File: config.mk
export PLATFORM = sky130hd
export DESIGN_NAME = qte_cordic
export DESIGN_NICKNAME = d
export VERILOG_FILES = /design/src/rtl/qte_pkg.sv /design/src/rtl/qte_cordic.sv
export SDC_FILE = /design/constraint.sdc
export NUM_CORES = 1
export LEC_CHECK = 0
export ABC_AREA = 1
export BUFFER_PORTS_ARGS = -buffer_cell sky130_fd_sc_hd__clkbuf_2
export CORE_ASPECT_RATIO = 1.1
export CORE_MARGIN = 2
export CORE_UTILIZATION = 58
export DETAILED_ROUTE_END_ITERATION = 7
export GPL_ROUTABILITY_DRIVEN = 1
export PLACE_DENSITY = 0.91
export SYNTH_ARGS = -nofsm -noshare
export SYNTH_HDL_FRONTEND = slang
export SYNTH_SLANG_ARGS = --single-unit
File: constraint.sdc
create_clock -name clk_i -period 4.3 [get_ports clk_i]
set_input_delay 0.43 -clock clk_i [delete_from_list [all_inputs] [get_ports clk_i]]
set_output_delay 0.43 -clock clk_i [all_outputs]
set_load 0.03 [all_outputs]
File: src/rtl/qte_pkg.sv
// Shared types, constants and the arctangent table for the quaternion-to-Euler core.
package qte_pkg;

  localparam int unsigned CORDIC_STEPS = 20;  // 12..32

  localparam int QW     = 32;  // Q2.30 component width
  localparam int AccW   = 38;  // product sums
  localparam int OpW    = 42;  // CORDIC x/y datapath
  localparam int AngW   = 34;  // angle, Q.30 radians
  localparam int ScaleW = 49;  // angle times centidegree scale
  localparam int IterW  = 5;   // index into the 32-entry table

  localparam logic signed [AngW-1:0] HalfPi     = 34'sd1686629713;
  localparam logic signed [14:0]     CentiScale = 15'sd5730;

  typedef struct packed {
    logic signed [QW-1:0] w;
    logic signed [QW-1:0] x;
    logic signed [QW-1:0] y;
    logic signed [QW-1:0] z;
  } quat_t;

  typedef struct packed {
    logic                  start;
    logic signed [OpW-1:0] y;
    logic signed [OpW-1:0] x;
  } cord_req_t;

  typedef struct packed {
    logic                   done;
    logic signed [AngW-1:0] angle;
  } cord_rsp_t;

  typedef enum logic [3:0] {
    B_IDLE, B_MUL, B_CLAMP, B_SQ, B_ISQ_INIT, B_ISQ,
    B_CORD, B_CWAIT, B_SCALE, B_STORE, B_OUT
  } back_state_e;

  // atan(2^-i) in Q.30
  function automatic logic [31:0] atan_lut(logic [IterW-1:0] i);
    logic [31:0] r;
    case (i)
      5'd0:  r = 32'h3243F6A8;
      5'd1:  r = 32'h1DAC6705;
      5'd2:  r = 32'h0FADBAFC;
      5'd3:  r = 32'h07F56EA6;
      5'd4:  r = 32'h03FEAB76;
      5'd5:  r = 32'h01FFD55B;
      5'd6:  r = 32'h00FFFAAA;
      5'd7:  r = 32'h007FFF55;
      5'd8:  r = 32'h003FFFEA;
      5'd9:  r = 32'h001FFFFD;
      5'd10: r = 32'h000FFFFF;
      5'd11: r = 32'h0007FFFF;
      5'd12: r = 32'h0003FFFF;
      5'd13: r = 32'h0001FFFF;
      5'd14: r = 32'h0000FFFF;
      5'd15: r = 32'h00007FFF;
      5'd16: r = 32'h00003FFF;
      5'd17: r = 32'h00001FFF;
      5'd18: r = 32'h00000FFF;
      5'd19: r = 32'h000007FF;
      5'd20: r = 32'h000003FF;
      5'd21: r = 32'h000001FF;
      5'd22: r = 32'h000000FF;
      5'd23: r = 32'h0000007F;
      5'd24: r = 32'h0000003F;
      5'd25: r = 32'h0000001F;
      5'd26: r = 32'h0000000F;
      5'd27: r = 32'h00000008;
      5'd28: r = 32'h00000004;
      5'd29: r = 32'h00000002;
      5'd30: r = 32'h00000001;
      default: r = 32'h00000000;
    endcase
    return r;
  endfunction

endpackage

File: src/rtl/qte_cordic.sv
// Vectoring CORDIC: atan2(y, x) in Q.30, one iteration per cycle.
module qte_cordic (
  input  logic                clk_i,
  input  logic                rst_ni,
  input  qte_pkg::cord_req_t  req_i,
  output qte_pkg::cord_rsp_t  rsp_o
);
  import qte_pkg::*;

  localparam logic [IterW-1:0] LastIter = IterW'(CORDIC_STEPS - 1);

  logic signed [OpW-1:0]  x_q, y_q, dx, dy;
  logic signed [AngW-1:0] z_q, at_s;
  logic [IterW-1:0]       i_q;
  logic                   busy_q, done_q, zero_q;

  assign dx   = y_q >>> i_q;
  assign dy   = x_q >>> i_q;
  assign at_s = signed'({2'b00, atan_lut(i_q)});

  assign rsp_o.done  = done_q;
  assign rsp_o.angle = zero_q ? '0 : z_q;

  always_ff @(posedge clk_i or negedge rst_ni) begin
    if (!rst_ni) begin
      busy_q <= 1'b0;
      done_q <= 1'b0;
      i_q    <= '0;
    end else begin
      done_q <= busy_q && (i_q == LastIter);
      if (req_i.start) begin
        busy_q <= 1'b1;
        i_q    <= '0;
      end else if (busy_q) begin
        if (i_q == LastIter) busy_q <= 1'b0;
        else                 i_q    <= i_q + 1'b1;
      end
    end
  end

  always_ff @(posedge clk_i) begin
    if (req_i.start) begin
      zero_q <= (req_i.x == '0) && (req_i.y == '0);
      if (req_i.x < 0) begin
        if (req_i.y >= 0) begin
          x_q <= req_i.y;
          y_q <= -req_i.x;
          z_q <= HalfPi;
        end else begin
          x_q <= -req_i.y;
          y_q <= req_i.x;
          z_q <= -HalfPi;
        end
      end else begin
        x_q <= req_i.x;
        y_q <= req_i.y;
        z_q <= '0;
      end
    end else if (busy_q) begin
      if (y_q > 0) begin
        x_q <= x_q + dx;
        y_q <= y_q - dy;
        z_q <= z_q + at_s;
      end else begin
        x_q <= x_q - dx;
        y_q <= y_q + dy;
        z_q <= z_q - at_s;
      end
    end
  end

  a_start_idle: assert property (@(posedge clk_i) disable iff (!rst_ni)
    req_i.start |-> !busy_q) else $error("cordic restarted while busy");
  a_done_once: assert property (@(posedge clk_i) disable iff (!rst_ni)
    done_q |=> !done_q) else $error("cordic done held");
  a_done_after_busy: assert property (@(posedge clk_i) disable iff (!rst_ni)
    done_q |-> $past(busy_q)) else $error("cordic done without work");

endmodule

==> metrics.yaml, run 1 <==
floorplan:
  die_h_um: 213
  ios: 122
  initial_core_util: 0.588
  core.rowCount: 76
  fp.dieW_um: 194
clock_tree:
  cts_num_sinks: 126
  htree_levels: 4
  root_buffer: "clkbuf_16"
  cts_buffer_depth: 2
  cts_buffers: 17
grt:
  grt_first_pass_wirelength_um: 274000
  grt_max_degree: 83
  grt_pass1_vias: 43256
  grt-ovfl-total: 732
  gr-usage-all-layers: 0.862
yosys:
  synth_area_um2: 23000
  syn_inst: 3958
  synth-edff-count: 119
  ys_async_sr_fraction: 0.0556
  synth.most_common_cell: "nand2_1"
  yosys-top-cells-area: "nand2_1 (17%), edfxtp_1 (16%), nand3_1 (9.6%)"
  synthAdderAreaFrac: 0.0765
  muxShareOfSynthArea: 0
  synth_top_area_frac: 0.175
  synth_compound_area_frac: 0.192
  synth.avg_cell_area_um2: 5.82
  synth_xor_area_frac: 0.0703
  synth-simple-area-share: 0.397
  syn_nets: 4184
  seq_area_frac_synth: 0.163
  synth_seq_cells: 126
  synth_warnings: 0
  synth_commonest_cells: "nand2_1 (1,072), nand3_1 (443), nor2_1 (430), inv_1 (385), o21ai_0 (280)"
  synth_top_cell_by_area: "nand2_1"
  synth_top_flop_cell: "edfxtp_1"
  synth_top_family_by_area: "simple AND/OR/NAND/NOR gates"
  synth_cell_type_count: 61
placed_design:
  io_buffers: 121
  dp.final_hpwl_um: 83500
  globalplace.congestion: 1.14
  place_inst: 5206
outcome:
  tool.error: "[ERROR GRT-0116] Global routing finished with congestion. Check the congestion regions in the DRC Viewer."
  outcome.stop_stage: "5_1_grt"
  status: "stopped before the end"
metal layers:
metal / global-route usage / overflow
met3: 0.762 / 41
met5: 0.639 / 9
met1: 0.841 / 64
met2: 0.965 / 355
met4: 0.908 / 263
through the flow:
step	area, µm²	worst slack (ns)
2_1_floorplan	23100	0.0133
3_3_place_gp	29700	-0.548
3_5_place_dp	29700	-0.738
4_1_cts	31600	-0.492
repair_timing:
action                                  CTS
hold buffers                              1
setup buffers                            21
endpoints found under the setup margin   86
resized for setup                       269
cloned                                    2
pin swaps                                40
endpoints found under the hold margin     7
logic make-up after synthesis:
family	after synthesis
AO/OA/AOI/OAI	786
XOR/XNOR	185
adder cells (fa/ha/maj)	139
buffers and inverters	574
AND/OR/NAND/NOR	2148
flip-flops	126
==> run 2, diff against run 1 <==
--- a/config.mk
+++ b/config.mk
@@ -7,12 +7,11 @@
 export LEC_CHECK = 0
 export ABC_AREA = 1
 export BUFFER_PORTS_ARGS = -buffer_cell sky130_fd_sc_hd__clkbuf_2
-export CORE_ASPECT_RATIO = 1.1
 export CORE_MARGIN = 2
-export CORE_UTILIZATION = 58
+export CORE_UTILIZATION = 40
 export DETAILED_ROUTE_END_ITERATION = 7
 export GPL_ROUTABILITY_DRIVEN = 1
-export PLACE_DENSITY = 0.91
+export PLACE_DENSITY_LB_ADDON = 0.15
 export SYNTH_ARGS = -nofsm -noshare
 export SYNTH_HDL_FRONTEND = slang
 export SYNTH_SLANG_ARGS = --single-unit
==> constraint.sdc (replaced) <==
create_clock -name clk_i -period 5.59 [get_ports clk_i]
set_input_delay 0.559 -clock clk_i [delete_from_list [all_inputs] [get_ports clk_i]]
set_output_delay 0.559 -clock clk_i [all_outputs]
set_load 0.03 [all_outputs]
==> run 2 against run 1 <==
The run now ends clean. Synthesized cell count unchanged. Synthesized area stayed put.
==> metrics.yaml, run 2 <==
outcome:
  status: "finished clean"  # was stopped before the end
routing:
  drc: 0
  first_pass_iters: 6
  wl_per_cell_um: 21.0
  routed_wl_um: 101000
  routed-via-count: 27439
  drt-initial-drc-count: 3019
  vias_per_cell: 5.71
  ant_nets: 0
grt:
  grt_pass1_vias: 24905
  grt-ovfl-total: 0
  grt_first_pass_wirelength_um: 152000
  gr-usage-all-layers: 0.335
  antenna_found_initial: 3
  grt_max_degree: 96
clock_tree:
  htree_levels: 4  # unchanged
  clk_pin_slew_ns: 0.06
  cts_num_sinks: 126  # unchanged
  cts_buffers: 17  # unchanged
  tritoncts: "built"
  root_buffer: "clkbuf_16"  # unchanged
  clock_latency_ns: 0.50
  postCtsSetupRepairBufs: 0  # was 21
  cts_buffer_depth: 2  # unchanged
timing:
  period_minus_slack_ns: 5.29
  worstMarginPinSlew_ns: 1.14
  min_period_over_period: 0.946
  fmax_mhz: 189
  fin_skew_ns: 0.0132
  relSlewSlack: 0.237
  rsz0062_at_grt: "no"
  tns_ns: 0
  finalSetupViolCount: 0
  final-hold-violation-count: 0
  layout_setup_ws_ns: 0.302
  whs_ns: 0.442
  final_max_slew_viol_count: 0
placed_design:
  io_buffers: 121  # unchanged
  dp_slack_ns: 0.319  # was -0.738 ns
  dp.final_hpwl_um: 82800  # was 83,500 µm
  placed_area_um2: 24800  # was 29,700 µm²
  place_inst: 4774  # was 5,206
  globalplace.congestion: 1.09  # was 1.14
cells_and_area:
  area_delta_synth_final_pct: 10.2
  fin_cells: 4807
  top_regs: "x_q (42), y_q (42), z_q (34)"
  mostFrequentLayoutCells: "nand2_1 (1,071), nand3_1 (443), nor2_1 (429), inv_1 (384), o21ai_0 (276)"
  finish.net_count: 4264
  drive_gt1_frac: 0.0869
  multi_input_area_um2: 17000
  mostFrequentLayoutCell: "nand2_1"
  utilization: 0.448
  fin_area_um2: 25400
  seq_area_um2: 3750
  fill_cells: 6232
  antenna_cells: 0
yosys:
  synthAdderAreaFrac: 0.0765  # unchanged
  muxShareOfSynthArea: 0  # unchanged
  yosys-top-cells-area: "nand2_1 (17%), edfxtp_1 (16%), nand3_1 (9.6%)"  # unchanged
  synth_area_um2: 23000  # unchanged
  synth_compound_area_frac: 0.192  # unchanged
  syn_inst: 3958  # unchanged
  synth_seq_cells: 126  # unchanged
  synth.most_common_cell: "nand2_1"  # unchanged
  synth_top_flop_cell: "edfxtp_1"  # unchanged
  synth_commonest_cells: "nand2_1 (1,072), nand3_1 (443), nor2_1 (430), inv_1 (385), o21ai_0 (280)"  # unchanged
  ys_async_sr_fraction: 0.0556  # unchanged
  synth_warnings: 0  # unchanged
  synth-simple-area-share: 0.397  # unchanged
  synth_top_area_frac: 0.175  # unchanged
  seq_area_frac_synth: 0.163  # unchanged
  synth_top_family_by_area: "simple AND/OR/NAND/NOR gates"  # unchanged
  synth-edff-count: 119  # unchanged
  synth.avg_cell_area_um2: 5.82  # unchanged
  syn_nets: 4184  # unchanged
  synth_top_cell_by_area: "nand2_1"  # unchanged
  synth_xor_area_frac: 0.0703  # unchanged
  synth_cell_type_count: 61  # unchanged
power:
  power.leakage_nw: 12.4
  power_density_nw_per_um2: 734
  total_power_mw: 18.6
  ir_drop_v: 0.000425
setup_path:
  reg2reg_to: "x_q[41]"
  cp_max_fo: 35
  r2r-start: "i_q[0]"
  slowest_stage: "ha_1"
  crit_path_end_kind: "flip-flop"
  crit_top_cell: "nand2_1"
  cp.arrival_ns: 5.53
  rrSetupSlack_ns: 0.30
  critical_path_class: "flip-flop to flip-flop"
  reg2reg_depth: 31
  critPathMaxStageDelay_ns: 0.49
  worst_setup_path_start_kind: "flip-flop"
  critical_path_required_ns: 5.83
floorplan:
  fp.dieW_um: 244  # was 194 µm
  ios: 122  # unchanged
  core_area_um2: 56700
  core.rowCount: 87  # was 76
  dieArea_um2: 59500
  initial_core_util: 0.406  # was 0.588
  die_h_um: 244  # was 213 µm
hold_path:
  holdPathEnd: "y_q[0]"
  hold_depth: 3
  min_from: "req_i[0]"
  hold_class: "input pin to flip-flop"
flow_run:
  maxCapViolations: 0
## run 2: cell counts after synthesis
Identical to the previous run, type by type.
## run 2: area by class of cell
class                           instances  area share
Clock buffer                           17      0.0168
Inverter                              406      0.0601
Timing Repair Buffer                  229      0.0629
Tap cell                              756      0.0372
Multi-Input combinational cell       3258       0.668
Sequential cell                       126       0.148
Clock inverter                         15     0.00719
## run 2: power by group
group,leakage [nW],switching (mW),internal (mW)
Sequential,1.37,0.696,1.76
Clock,0.289,0.518,0.703
Combinational,10.7,9.75,5.21
## run 2: how the worst max path moves through the flow
stage               slack, ns  cells past startpoint   start  endpoint
floorplan                1.20                     30  i_q[0]   x_q[39]
global placement         0.44                     27  i_q[0]   x_q[31]
detailed placement       0.32                     27  i_q[0]   x_q[31]
CTS                      0.29                     27  i_q[0]   x_q[31]
global route            0.001                     31  i_q[0]   x_q[41]
finish                   0.30                     31  i_q[0]   x_q[41]
## run 2: layer usage
layer,global-route usage,vias up,wire length [µm]
met5,0,-,36
met4,0.131,6,4160
met3,0.0927,191,11000
met2,0.476,1318,40700
met1,0.473,12497,45200
li1,-,13427,-
## run 2: cell families (layout without fill, tap and decap cells)
family / Yosys count / after routing
AOI/OAI and AO/OA: 786 / 786
xor gates and xnor gates: 185 / 185
adders and majority gates: 139 / 139
buffers and inverters: 574 / 667
DFF: 126 / 126
and+or+nand+nor: 2148 / 2148
## run 2: worst max-delay path, delay by kind of cell (launching register included)
family	cells	cell delay (ns)
buf+inv	3	0.44
flops	1	0.43
compound gates	6	1.26
simple gates	21	2.37
fa+ha+maj	1	0.49
## run 2: repair_timing
item,4_1_cts,5_1_grt
gates resized for setup,0,7
hold buffers,1,0
endpoints found under the hold margin,7,0
setup endpoints to repair,0,15
No activity file was read; power rests on OpenSTA's default activity.
