File: src/rtl/qte_pkg.sv
// Shared types, constants and the arctangent table for the quaternion-to-Euler core.
package qte_pkg;

  localparam int unsigned CORDIC_STEPS = 20;  // 12..32

  localparam int QW     = 32;  // Q2.30 component width
  localparam int AccW   = 38;  // product sums
  localparam int OpW    = 42;  // CORDIC x/y datapath
  localparam int AngW   = 34;  // angle, Q.30 radians
  localparam int ScaleW = 49;  // angle times centidegree scale
  localparam int IterW  = 5;   // index into the 32-entry table

  localparam logic signed [AngW-1:0] HalfPi     = 34'sd1686629713;
  localparam logic signed [14:0]     CentiScale = 15'sd5730;

  typedef struct packed {
    logic signed [QW-1:0] w;
    logic signed [QW-1:0] x;
    logic signed [QW-1:0] y;
    logic signed [QW-1:0] z;
  } quat_t;

  typedef struct packed {
    logic                  start;
    logic signed [OpW-1:0] y;
    logic signed [OpW-1:0] x;
  } cord_req_t;

  typedef struct packed {
    logic                   done;
    logic signed [AngW-1:0] angle;
  } cord_rsp_t;

  typedef enum logic [3:0] {
    B_IDLE, B_MUL, B_CLAMP, B_SQ, B_ISQ_INIT, B_ISQ,
    B_CORD, B_CWAIT, B_SCALE, B_STORE, B_OUT
  } back_state_e;

  // atan(2^-i) in Q.30
  function automatic logic [31:0] atan_lut(logic [IterW-1:0] i);
    logic [31:0] r;
    case (i)
      5'd0:  r = 32'h3243F6A8;
      5'd1:  r = 32'h1DAC6705;
      5'd2:  r = 32'h0FADBAFC;
      5'd3:  r = 32'h07F56EA6;
      5'd4:  r = 32'h03FEAB76;
      5'd5:  r = 32'h01FFD55B;
      5'd6:  r = 32'h00FFFAAA;
      5'd7:  r = 32'h007FFF55;
      5'd8:  r = 32'h003FFFEA;
      5'd9:  r = 32'h001FFFFD;
      5'd10: r = 32'h000FFFFF;
      5'd11: r = 32'h0007FFFF;
      5'd12: r = 32'h0003FFFF;
      5'd13: r = 32'h0001FFFF;
      5'd14: r = 32'h0000FFFF;
      5'd15: r = 32'h00007FFF;
      5'd16: r = 32'h00003FFF;
      5'd17: r = 32'h00001FFF;
      5'd18: r = 32'h00000FFF;
      5'd19: r = 32'h000007FF;
      5'd20: r = 32'h000003FF;
      5'd21: r = 32'h000001FF;
      5'd22: r = 32'h000000FF;
      5'd23: r = 32'h0000007F;
      5'd24: r = 32'h0000003F;
      5'd25: r = 32'h0000001F;
      5'd26: r = 32'h0000000F;
      5'd27: r = 32'h00000008;
      5'd28: r = 32'h00000004;
      5'd29: r = 32'h00000002;
      5'd30: r = 32'h00000001;
      default: r = 32'h00000000;
    endcase
    return r;
  endfunction

endpackage

File: src/rtl/qte_if.sv
// Request channels: quaternion in, Euler angles out.
interface qte_quat_if (input logic clk_i);
  logic                  valid;
  logic                  ready;
  logic                  has_quaternion;
  logic signed [31:0]    quat_w;
  logic signed [31:0]    quat_x;
  logic signed [31:0]    quat_y;
  logic signed [31:0]    quat_z;
  modport source (output valid, has_quaternion, quat_w, quat_x, quat_y, quat_z,
                  input ready);
  modport sink   (input valid, has_quaternion, quat_w, quat_x, quat_y, quat_z,
                  output ready);
endinterface


File: src/rtl/qte_front.sv
// Front end: takes requests, drops those without a quaternion, queues the rest.
module qte_front (
  input  logic           clk_i,
  input  logic           rst_ni,
  qte_quat_if.sink       quat_i,
  input  logic           pop_i,
  output logic           head_valid_o,
  output qte_pkg::quat_t head_o
);
  import qte_pkg::*;

  quat_t      mem_q [2];
  logic       wr_ptr_q, rd_ptr_q;
  logic [1:0] cnt_q;
  logic       push, pop;

  assign quat_i.ready = (cnt_q != 2'd2);
  assign push         = quat_i.valid && quat_i.ready && quat_i.has_quaternion;
  assign pop          = pop_i && (cnt_q != 2'd0);
  assign head_valid_o = (cnt_q != 2'd0);
  assign head_o       = mem_q[rd_ptr_q];

  always_ff @(posedge clk_i or negedge rst_ni) begin
    if (!rst_ni) begin
      wr_ptr_q <= 1'b0;
      rd_ptr_q <= 1'b0;
      cnt_q    <= 2'd0;
    end else begin
      if (push) wr_ptr_q <= ~wr_ptr_q;
      if (pop)  rd_ptr_q <= ~rd_ptr_q;
      if (push && !pop)      cnt_q <= cnt_q + 2'd1;
      else if (pop && !push) cnt_q <= cnt_q - 2'd1;
    end
  end

  always_ff @(posedge clk_i) begin
    if (push) begin
      mem_q[wr_ptr_q] <= '{w: quat_i.quat_w, x: quat_i.quat_x,
                           y: quat_i.quat_y, z: quat_i.quat_z};
    end
  end

endmodule

File: src/flat_wrapper.sv
// flat-port wrapper written by rule: the top's interface ports become plain ports
module qte_front_flat import qte_pkg::*;
  (clk_i, rst_ni, pop_i, head_valid_o, head_o, quat_i_valid, quat_i_has_quaternion, quat_i_quat_w, quat_i_quat_x, quat_i_quat_y, quat_i_quat_z, quat_i_ready);
  qte_quat_if quat_i_i (.clk_i(clk_i));
  input  logic clk_i;
  input  logic rst_ni;
  input  logic pop_i;
  output logic head_valid_o;
  output qte_pkg::quat_t head_o;
  input wire logic [$bits(quat_i_i.valid)-1:0] quat_i_valid;
  input wire logic [$bits(quat_i_i.has_quaternion)-1:0] quat_i_has_quaternion;
  input wire logic [$bits(quat_i_i.quat_w)-1:0] quat_i_quat_w;
  input wire logic [$bits(quat_i_i.quat_x)-1:0] quat_i_quat_x;
  input wire logic [$bits(quat_i_i.quat_y)-1:0] quat_i_quat_y;
  input wire logic [$bits(quat_i_i.quat_z)-1:0] quat_i_quat_z;
  output wire logic [$bits(quat_i_i.ready)-1:0] quat_i_ready;
  assign quat_i_i.valid = quat_i_valid;
  assign quat_i_i.has_quaternion = quat_i_has_quaternion;
  assign quat_i_i.quat_w = quat_i_quat_w;
  assign quat_i_i.quat_x = quat_i_quat_x;
  assign quat_i_i.quat_y = quat_i_quat_y;
  assign quat_i_i.quat_z = quat_i_quat_z;
  assign quat_i_ready = quat_i_i.ready;
  qte_front u_core (.clk_i(clk_i), .rst_ni(rst_ni), .quat_i(quat_i_i), .pop_i(pop_i), .head_valid_o(head_valid_o), .head_o(head_o));
endmodule
File: config.mk
export PLATFORM = sky130hd
export DESIGN_NAME = qte_front_flat
export DESIGN_NICKNAME = d
export VERILOG_FILES = /design/src/rtl/qte_pkg.sv /design/src/rtl/qte_if.sv /design/src/rtl/qte_front.sv /design/src/flat_wrapper.sv
export SDC_FILE = /design/constraint.sdc
export NUM_CORES = 1
export LEC_CHECK = 0
export BUFFER_PORTS_ARGS = -buffer_cell sky130_fd_sc_hd__buf_2
export CORE_MARGIN = 3
export CORE_UTILIZATION = 50
export DETAILED_ROUTE_END_ITERATION = 10
export PLACE_DENSITY = 0.75
export SLEW_MARGIN = 0
export SYNTH_ARGS = -nofsm -noshare
export SYNTH_HDL_FRONTEND = slang
export SYNTH_SLANG_ARGS = --single-unit
export TNS_END_PERCENT = 5
File: constraint.sdc
create_clock -name clk_i -period 11.4 [get_ports clk_i]
set_input_delay 2.28 -clock clk_i [delete_from_list [all_inputs] [get_ports clk_i]]
set_output_delay 2.28 -clock clk_i [all_outputs]
set_load 0.05 [all_outputs]
Word-level counts from Yosys, hierarchy flattened

Memory sizes are Yosys's and may differ from the RTL's.
Cells that the tools add are included.

Register bits: 4
Bits in latches: 0
Bits in writable memories: 256
ROM bits: 0
Output and inout bits: 130
Memories kept: 1

Add/sub/neg operators: 2
Multiply operators: 0
Div/mod/pow operators: 0
$lt $le $gt $ge: 0
Equal/unequal tests: 1
Shift operators: 0
Multiplexer cells: 4
Bitwise logic cells: 2
Reductions and logical operators: 9

Memories:

| name         | depth | bits a word | read ports | clocked after Yosys merged registers in | write ports | line            | text |
|---|---|---|---|---|---|---|---|
| u_core.mem_q | 2     | 128         | 1          | 0                                       | 1           | qte_front.sv:12 | `quat_t mem_q [2];` |

Operators with widths:

| kind                                              | number |
|---|---|
| logical AND 1 bit                                 | 5 |
| 2-to-1 mux 2 bit                                  | 2 |
| nonzero test 2 bit                                | 2 |
| adder 2 x 1 -> 2 bit (second input constant)      | 1 |
| logical NOT 1 bit                                 | 2 |
| 2-to-1 mux 1 bit                                  | 2 |
| != test 2 bit (second input constant)             | 1 |
| inverter 1 bit                                    | 2 |
| subtractor 2 x 1 -> 2 bit (second input constant) | 1 |

Longest topological paths before layout

Gate-level depths: netlist of run 1.

Word-level depth: 7
Mapped depth: 6
Gate-level depth less buffers: 6

Worst setup path after synthesis of run 1

Ideal clock, no wire load.

Kind: input to register
From: input quat_i_has_quaternion
To: memory u_core.mem_q[0][0] in the netlist's numbering, enable pin
Setup time: 0.632 ns
Arrival: 8.137 ns
Required time: 10.768 ns
Slack: 2.631 ns
Stages: 2
Buffers on the path: 0
Cells stage by stage: and3_2 > nor2b_1

Longest elaborated chain between the ends: 3

Ends and longest elaborated chain:

| item                                   | line               | text |
|---|---|---|
| from (decl)                            | flat_wrapper.sv:11 | `input wire logic [$bits(quat_i_i.has_quaternion)-1:0] quat_i_has_quaternion;` |
| logical AND 1 bit                      | qte_front.sv:18    | `assign push = quat_i.valid && quat_i.ready && quat_i.has_quaternion;` |
| 2-to-1 mux 1 bit                       | qte_front.sv:37    | `if (push) begin` |
| 2-to-1 mux 1 bit (not written as such) | qte_front.sv:38    | `mem_q[wr_ptr_q] <= '{w: quat_i.quat_w, x: quat_i.quat_x,` |
| to (decl)                              | qte_front.sv:12    |  |

Every way passes these cells.

==> flow_summary_export.csv, run 1 <==
group,metric,value,unit
detailed_routing,wl_per_cell,18.7,um
grt,globalRouteOverflowTotal,0,
grt,grt_max_degree,70,
hold_path,min_to,"u_core.cnt_q[1]$_DFFE_PN0P_",
clock_network,clkSinkCount,260,
synth,syn-num-nets,549,
detailed_routing,ant_nets,0,
setup_path,cp-start-kind,"flop",
synth,post_synth.cell_area_avg,22.8,sq um
synth,yosysUniqueCellTypes,15,
floorplanning,die_w,144,um
setup_path,r2r_start,"u_core.cnt_q[0]$_DFFE_PN0P_",
placed_design,hpwl,11.7,mm
floorplanning,coreArea,18300,sq um
setup_path,cp_max_fo,69,
floorplanning,start_util,0.519,
synth,muxShareOfSynthArea,0.152,
synth,synth_top_area_cell,"edfxtp_1",
clock_network,numCtsBuffers,26,
pwr,p_seq_frac,0.383,
pwr,p_sw_frac,0.373,
grt,antenna_found_initial,2,
sta,layout_setup_ws,6140,ps
sta,setup_tns,0,ps
detailed_routing,drt-pass1-iter-count,4,
sta,maxClockFrequency,190,MHz
detailed_routing,drt_iter0_markers,183,
grt,grt_pass1_vias,5081,
sta,holdWs,495,ps
placed_design,gp_congestion,0.784,
pwr,p_int,0.00206,W
grt,grt_use_met2,0.276,
setup_path,cp.arrival,2980,ps
floorplanning,row_count,49,
synth,yosys.area.top_type_share,0.811,
clock_network,clk_pin_slew_worst_paths,60,ps
job,drv_cap,0,
pwr,p_leak,4.42,nW
pwr,clkPwrFrac,0.262,
cells_and_area,areaGrowthSynthToFinish,25.1,%
synth,synth_xor_area_frac,0.00462,
clock_network,clk_latency,500,ps
setup_path,r2r-end,"u_core.mem_q[0][67]$_DFFE_PP_",
cells_and_area,layout_common_cells,"262 x buf_2, 256 x edfxtp_1, 128 x mux2_2",
synth,synth_top_family_by_area,"multiplexers",
hold_path,holdCritPathClass,"flop to flop",
hold_path,hold_depth,1,
clock_network,root_buffer,"clkbuf_16",
grt,grt_busiest_layer,"met2",
run_status,status,"completed",
sta,tightest_slew,932,ps
grt,met3_usage,0.0469,
cells_and_area,final_common_cell,"buf_2",
placed_design,pre_cts_ws,6620,ps
grt,grt_pass1_wl,26.2,mm
synth,synth-compound-area-share,0,
setup_path,critPathKind,"flop to primary output",
pwr,cellPowerDensity,277,nW/um^2
clock_network,h-tree-depth,1,
clock_network,clock_path_buffers,3,
synth,syn_area,9480,sq um
placed_design,portBuffers,262,
floorplanning,dieArea,20600,sq um
setup_path,critPathCaptureType,"primary output",
clock_network,ctsResizeCount,0,
pwr,ir_drop,0.193,mV
sta,hold_viol_final,0,
synth,yosysSeqAreaShare,0.822,
detailed_routing,drc_errors,0,
sta,slew_violations,0,
pwr,switchingPower,0.00123,W
cells_and_area,fillers,1249,
setup_path,worstPathRequired,9120,ps
setup_path,path_cells,"buf_4 > mux2_2 > buf_2",
synth,yosys-top-cells-area,"edfxtp_1 81%, mux2_2 15%, buf_6 1.5%",
cells_and_area,drive_above_1_share,0.609,
grt,track_usage,0.162,
cells_and_area,final_nets,829,
sta,min_period_over_period,0.461,
floorplanning,die_h,144,um
hold_path,hold_path.startpoint,"u_core.cnt_q[1]$_DFFE_PN0P_",
setup_path,cp_slowest_stage_delay,930,ps
setup_path,cp_slowest_cell,"dfrtp_4",
detailed_routing,viasPerCell,5.10,
pwr,combPwrFrac,0.355,
detailed_routing,totalWireLength,17.6,mm
synth,synth_cells,415,
sta,slew_headroom,0.379,
synth,yosys.area_share.simple,0.00422,
sta,layout_min_cycle_time,5260,ps
synth,ys_ff_latch,260,
clock_network,cts_hold_buf,0,
clock_network,post_cts_buffers,0,
synth,yosysWarnings,0,
setup_path,reg2reg_slack,8500,ps
sta,fin_skew,4.30,ps
detailed_routing,num_vias,4819,
grt,grtUsageMet1,0.201,
synth,synth_fa_ha_area_frac,0.00132,
sta,setup_viol,0,
sta,rsz0062_at_grt,"false",
clock_network,tritoncts,"built",
floorplanning,top_level_ports,263,
setup_path,r2r_cells,5,
power groups by stage:
stage               clock network [W]  registers, W  logic (W)
floorplan                           0       0.00125    0.00101
global placement                    0       0.00127    0.00116
detailed placement                  0       0.00128    0.00117
CTS                          0.000885       0.00126    0.00118
global route                 0.000924       0.00127    0.00122
finish                       0.000861       0.00126    0.00117
synth_stat cells, drive strengths merged:
cell type    n
xor2         3
nor2         1
nand2        1
ha           1
nand2b       1
buf         14
nor2b        1
xnor2        2
dfrtp        4
edfxtp     256
and3         1
and2         1
mux2       128
or2          1
layer usage:
| metal | vias up | routed length, um |
|---|---|---|
| met5 | - | 20 |
| met1 | 2354 | 6750 |
| met4 | 2 | 349 |
| met2 | 203 | 8990 |
| met3 | 35 | 1510 |
| li1 | 2225 | - |
worst max-delay path, delay by kind of cell (launching register included):
kind	cells	cell delay, ps
buffers and inverters	2	1020
flip-flops	1	930
multiplexers	1	440
final cells by class:
cell class	instances	area (sq um)	area share
antenna	1	2.50	0.000211
clock buffer	31	691	0.0583
clock inverter	16	196	0.0166
multi-input combinational	141	1550	0.131
sequential	260	7790	0.657
tap	229	287	0.0242
timing repair buffer	266	1340	0.113
worst max-delay path by stage:
stage | end | from | slack, ps | cells past startpoint
2_1_floorplan | u_core.mem_q[0][0]$_DFFE_PP_ | quat_i_has_quaternion | 2630 | 2
3_3_place_gp | head_o[97] | u_core.rd_ptr_q$_DFFE_PN0P_ | 6690 | 3
3_5_place_dp | head_o[97] | u_core.rd_ptr_q$_DFFE_PN0P_ | 6620 | 3
4_1_cts | head_o[97] | u_core.rd_ptr_q$_DFFE_PN0P_ | 6080 | 3
5_1_grt | head_o[97] | u_core.rd_ptr_q$_DFFE_PN0P_ | 5950 | 3
6_report | head_o[97] | u_core.rd_ptr_q$_DFFE_PN0P_ | 6140 | 3
registers in the layout, summed over array words and instances (netlist names):
signal and cells:
u_core.rd_ptr_q 1, u_core.mem_q 256, u_core.cnt_q 2, u_core.wr_ptr_q 1
cell families (layout without fill, tap and decap cells):
| kind of cell | count (synthesis) | in the layout |
|---|---|---|
| buffers and inverters | 14 | 313 |
| muxes | 128 | 128 |
| other | 0 | 1 |
| xor gates and xnor gates | 5 | 5 |
| DFF | 260 | 260 |
| adders and majority gates | 1 | 1 |
| and+or+nand+nor | 7 | 7 |
through the flow:
stage,cells,total power (W),area [sq um],utilization
4_1_cts,943,0.00333,11900,0.649
5_1_grt,944,0.00342,11900,0.649
6_report,944,0.00329,11900,0.649
2_1_floorplan,415,0.00226,9480,-
3_5_place_dp,896,0.00246,11000,0.600
3_3_place_gp,896,0.00243,11000,0.600
No activity file was read; power rests on OpenSTA's default activity.
==> inputs of run 2 (changes only) <==
--- a/config.mk
+++ b/config.mk
@@ -7,9 +7,9 @@
 export LEC_CHECK = 0
 export BUFFER_PORTS_ARGS = -buffer_cell sky130_fd_sc_hd__buf_2
 export CORE_MARGIN = 3
-export CORE_UTILIZATION = 50
+export CORE_UTILIZATION = 47
 export DETAILED_ROUTE_END_ITERATION = 10
-export PLACE_DENSITY = 0.75
+export PLACE_DENSITY = 0.74
 export SLEW_MARGIN = 0
 export SYNTH_ARGS = -nofsm -noshare
 export SYNTH_HDL_FRONTEND = slang
==> constraint.sdc (replaced) <==
create_clock -name clk_i -period 4.4 [get_ports clk_i]
set_input_delay 0.88 -clock clk_i [delete_from_list [all_inputs] [get_ports clk_i]]
set_output_delay 0.88 -clock clk_i [all_outputs]
set_load 0.05 [all_outputs]
==> run 2 against run 1 <==
Sequential cell count did not move. Core utilization fell by 4.8 points. Setup slack got worse by 5000 ps. Clock skew barely moved. Power rose to 2.5 times the previous value. Critical path type unchanged.
==> flow_summary_export.csv, run 2 (same netlist as run 1, synthesis figures left out) <==
group,metric,value,unit
run_status,status,"completed",
clock_network,numCtsBuffers,26,
pwr,p_leak,4.37,nW
detailed_routing,ant_nets,0,
grt,globalRouteOverflowTotal,0,
detailed_routing,num_vias,4778,
cells_and_area,largest_register_ff_count,256,
setup_path,critPathKind,"flop to primary output",
floorplanning,row_count,51,
clock_network,cts_hold_buf,0,
placed_design,gp_congestion,0.750,
sta,slew_violations,0,
clock_network,root_buffer,"clkbuf_16",
cells_and_area,regMostFlops,"u_core.mem_q",
setup_path,r2r_cells,4,
sta,holdWs,171,ps
setup_path,cp.arrival,2400,ps
cells_and_area,drive_above_1_share,0.603,
grt,track_usage,0.154,
sta,rsz0062_at_grt,"false",
setup_path,r2r-end,"u_core.mem_q[1][93]$_DFFE_PP_",
sta,setup_viol,0,
detailed_routing,drc_errors,0,
cells_and_area,fillers,1495,
sta,min_period_over_period,0.746,
floorplanning,dieArea,21900,sq um
pwr,ir_drop,0.427,mV
floorplanning,die_h,148,um
floorplanning,die_w,148,um
cells_and_area,antenna_cells,0,
grt,grt_pass1_wl,26.9,mm
cells_and_area,final_common_cell,"buf_2",
grt,grt_pass1_vias,5207,
grt,grt_max_degree,65,
placed_design,placed_area,11100,sq um
sta,layout_min_cycle_time,3280,ps
setup_path,cp_slowest_stage_delay,790,ps
pwr,cellPowerDensity,700,nW/um^2
placed_design,portBuffers,262,
clock_network,clock_path_buffers,3,
cells_and_area,fin_util,0.601,
placed_design,pre_cts_ws,1660,ps
cells_and_area,final_nets,831,
detailed_routing,drt_iter0_markers,181,
setup_path,crit_buf_inv,2,
grt,antenna_found_initial,0,
setup_path,critPathCaptureType,"primary output",
setup_path,worstPathRequired,3520,ps
clock_network,clk_pin_slew_worst_paths,60,ps
cells_and_area,areaGrowthSynthToFinish,24.7,%
sta,layout_setup_ws,1120,ps
detailed_routing,viasPerCell,4.87,
hold_path,holdCritPathClass,"input pin to async pin",
detailed_routing,drt-pass1-iter-count,4,
clock_network,clk_latency,510,ps
sta,tightest_slew,875,ps
clock_network,tritoncts,"built",
detailed_routing,totalWireLength,17.8,mm
placed_design,hpwl,11.9,mm
sta,fin_skew,4.37,ps
setup_path,reg2reg_slack,2140,ps
setup_path,path_cells,"buf_12 > mux2_2 > buf_2",
sta,hold_viol_final,0,
setup_path,cp_slowest_cell,"dfrtp_4",
clock_network,clkSinkCount,260,
cells_and_area,fin_area,11800,sq um
clock_network,post_cts_buffers,0,
sta,slew_headroom,0.417,
clock_network,ctsResizeCount,0,
cells_and_area,layout_common_cells,"262 x buf_2, 256 x edfxtp_1, 128 x mux2_2",
clock_network,h-tree-depth,1,
cells_and_area,reg.largest.list,"u_core.mem_q x256, u_core.cnt_q x2",
detailed_routing,wl_per_cell,18.1,um
floorplanning,top_level_ports,263,
setup_path,cp_max_fo,64,
sta,maxClockFrequency,305,MHz
setup_path,cp-start-kind,"flop",
setup_path,cp_top_family,"flip-flops",
setup_path,r2r_start,"u_core.cnt_q[0]$_DFFE_PN0P_",
job,drv_cap,0,
floorplanning,start_util,0.482,
floorplanning,coreArea,19700,sq um
[run 2: changes by cell type in the layout (fill, tap and decap cells not counted)]
| cell | delta |
|---|---|
| clkbuf_1 | +5 |
| clkinv_1 | +1 |
| diode_2 | -1 |
| buf_12 | +2 |
| bufinv_16 | -5 |
| clkinv_2 | -1 |
| clkinvlp_4 | +1 |
[run 2: area by class of cell]
class,count,area (sq um),area share
clock inverters,12,52.6,0.00445
well taps,265,332,0.0281
multi-input cells,141,1550,0.131
flip-flops and latches,260,7790,0.660
repair buffers,268,1380,0.117
clock buffers,36,709,0.0601
[run 2: worst register-to-register path, stage by stage (launching register included)]
cell	delay, ps
dfrtp_1	400
nand2b_1	150
and3_2	250
and2_4	680
buf_4	450
[run 2: through the flow]
step	cells	total power (W)	setup TNS (ps)
floorplan	415	0.00583	-25370
global placement	934	0.00633	0
detailed placement	934	0.00638	0
CTS	982	0.00836	0
global route	982	0.00859	0
finish	982	0.00826	0
[run 2: where the power goes]
| part | leakage, nW | switching, W | internal (W) |
|---|---|---|---|
| sequential | 2.38 | 0.000150 | 0.00308 |
| combinational | 1.62 | 0.00220 | 0.000869 |
| clock | 0.368 | 0.000840 | 0.00112 |
[run 2: how the worst max path moves through the flow]
| stage | slack, ps | startpoint | depth (start not counted) | to |
|---|---|---|---|---|
| 3_3_place_gp | 1670 | u_core.rd_ptr_q$_DFFE_PN0P_ | 3 | head_o[111] |
| 5_1_grt | 1000 | u_core.rd_ptr_q$_DFFE_PN0P_ | 3 | head_o[111] |
| 3_5_place_dp | 1660 | u_core.rd_ptr_q$_DFFE_PN0P_ | 3 | head_o[111] |
| 4_1_cts | 1110 | u_core.rd_ptr_q$_DFFE_PN0P_ | 3 | head_o[111] |
| 6_report | 1120 | u_core.rd_ptr_q$_DFFE_PN0P_ | 3 | head_o[111] |
| 2_1_floorplan | -200 | u_core.cnt_q[0]$_DFFE_PN0P_ | 3 | u_core.mem_q[1][0]$_DFFE_PP_ |
[run 2: per-layer routing]
| metal | vias up | GRT usage | wire, um |
|---|---|---|---|
| li1 | 2212 | - | - |
| met1 | 2330 | 0.186 | 6830 |
| met2 | 196 | 0.264 | 8840 |
| met3 | 40 | 0.0487 | 1600 |
| met4 | 0 | 0.0527 | 524 |
| met5 | - | 0 | 0 |
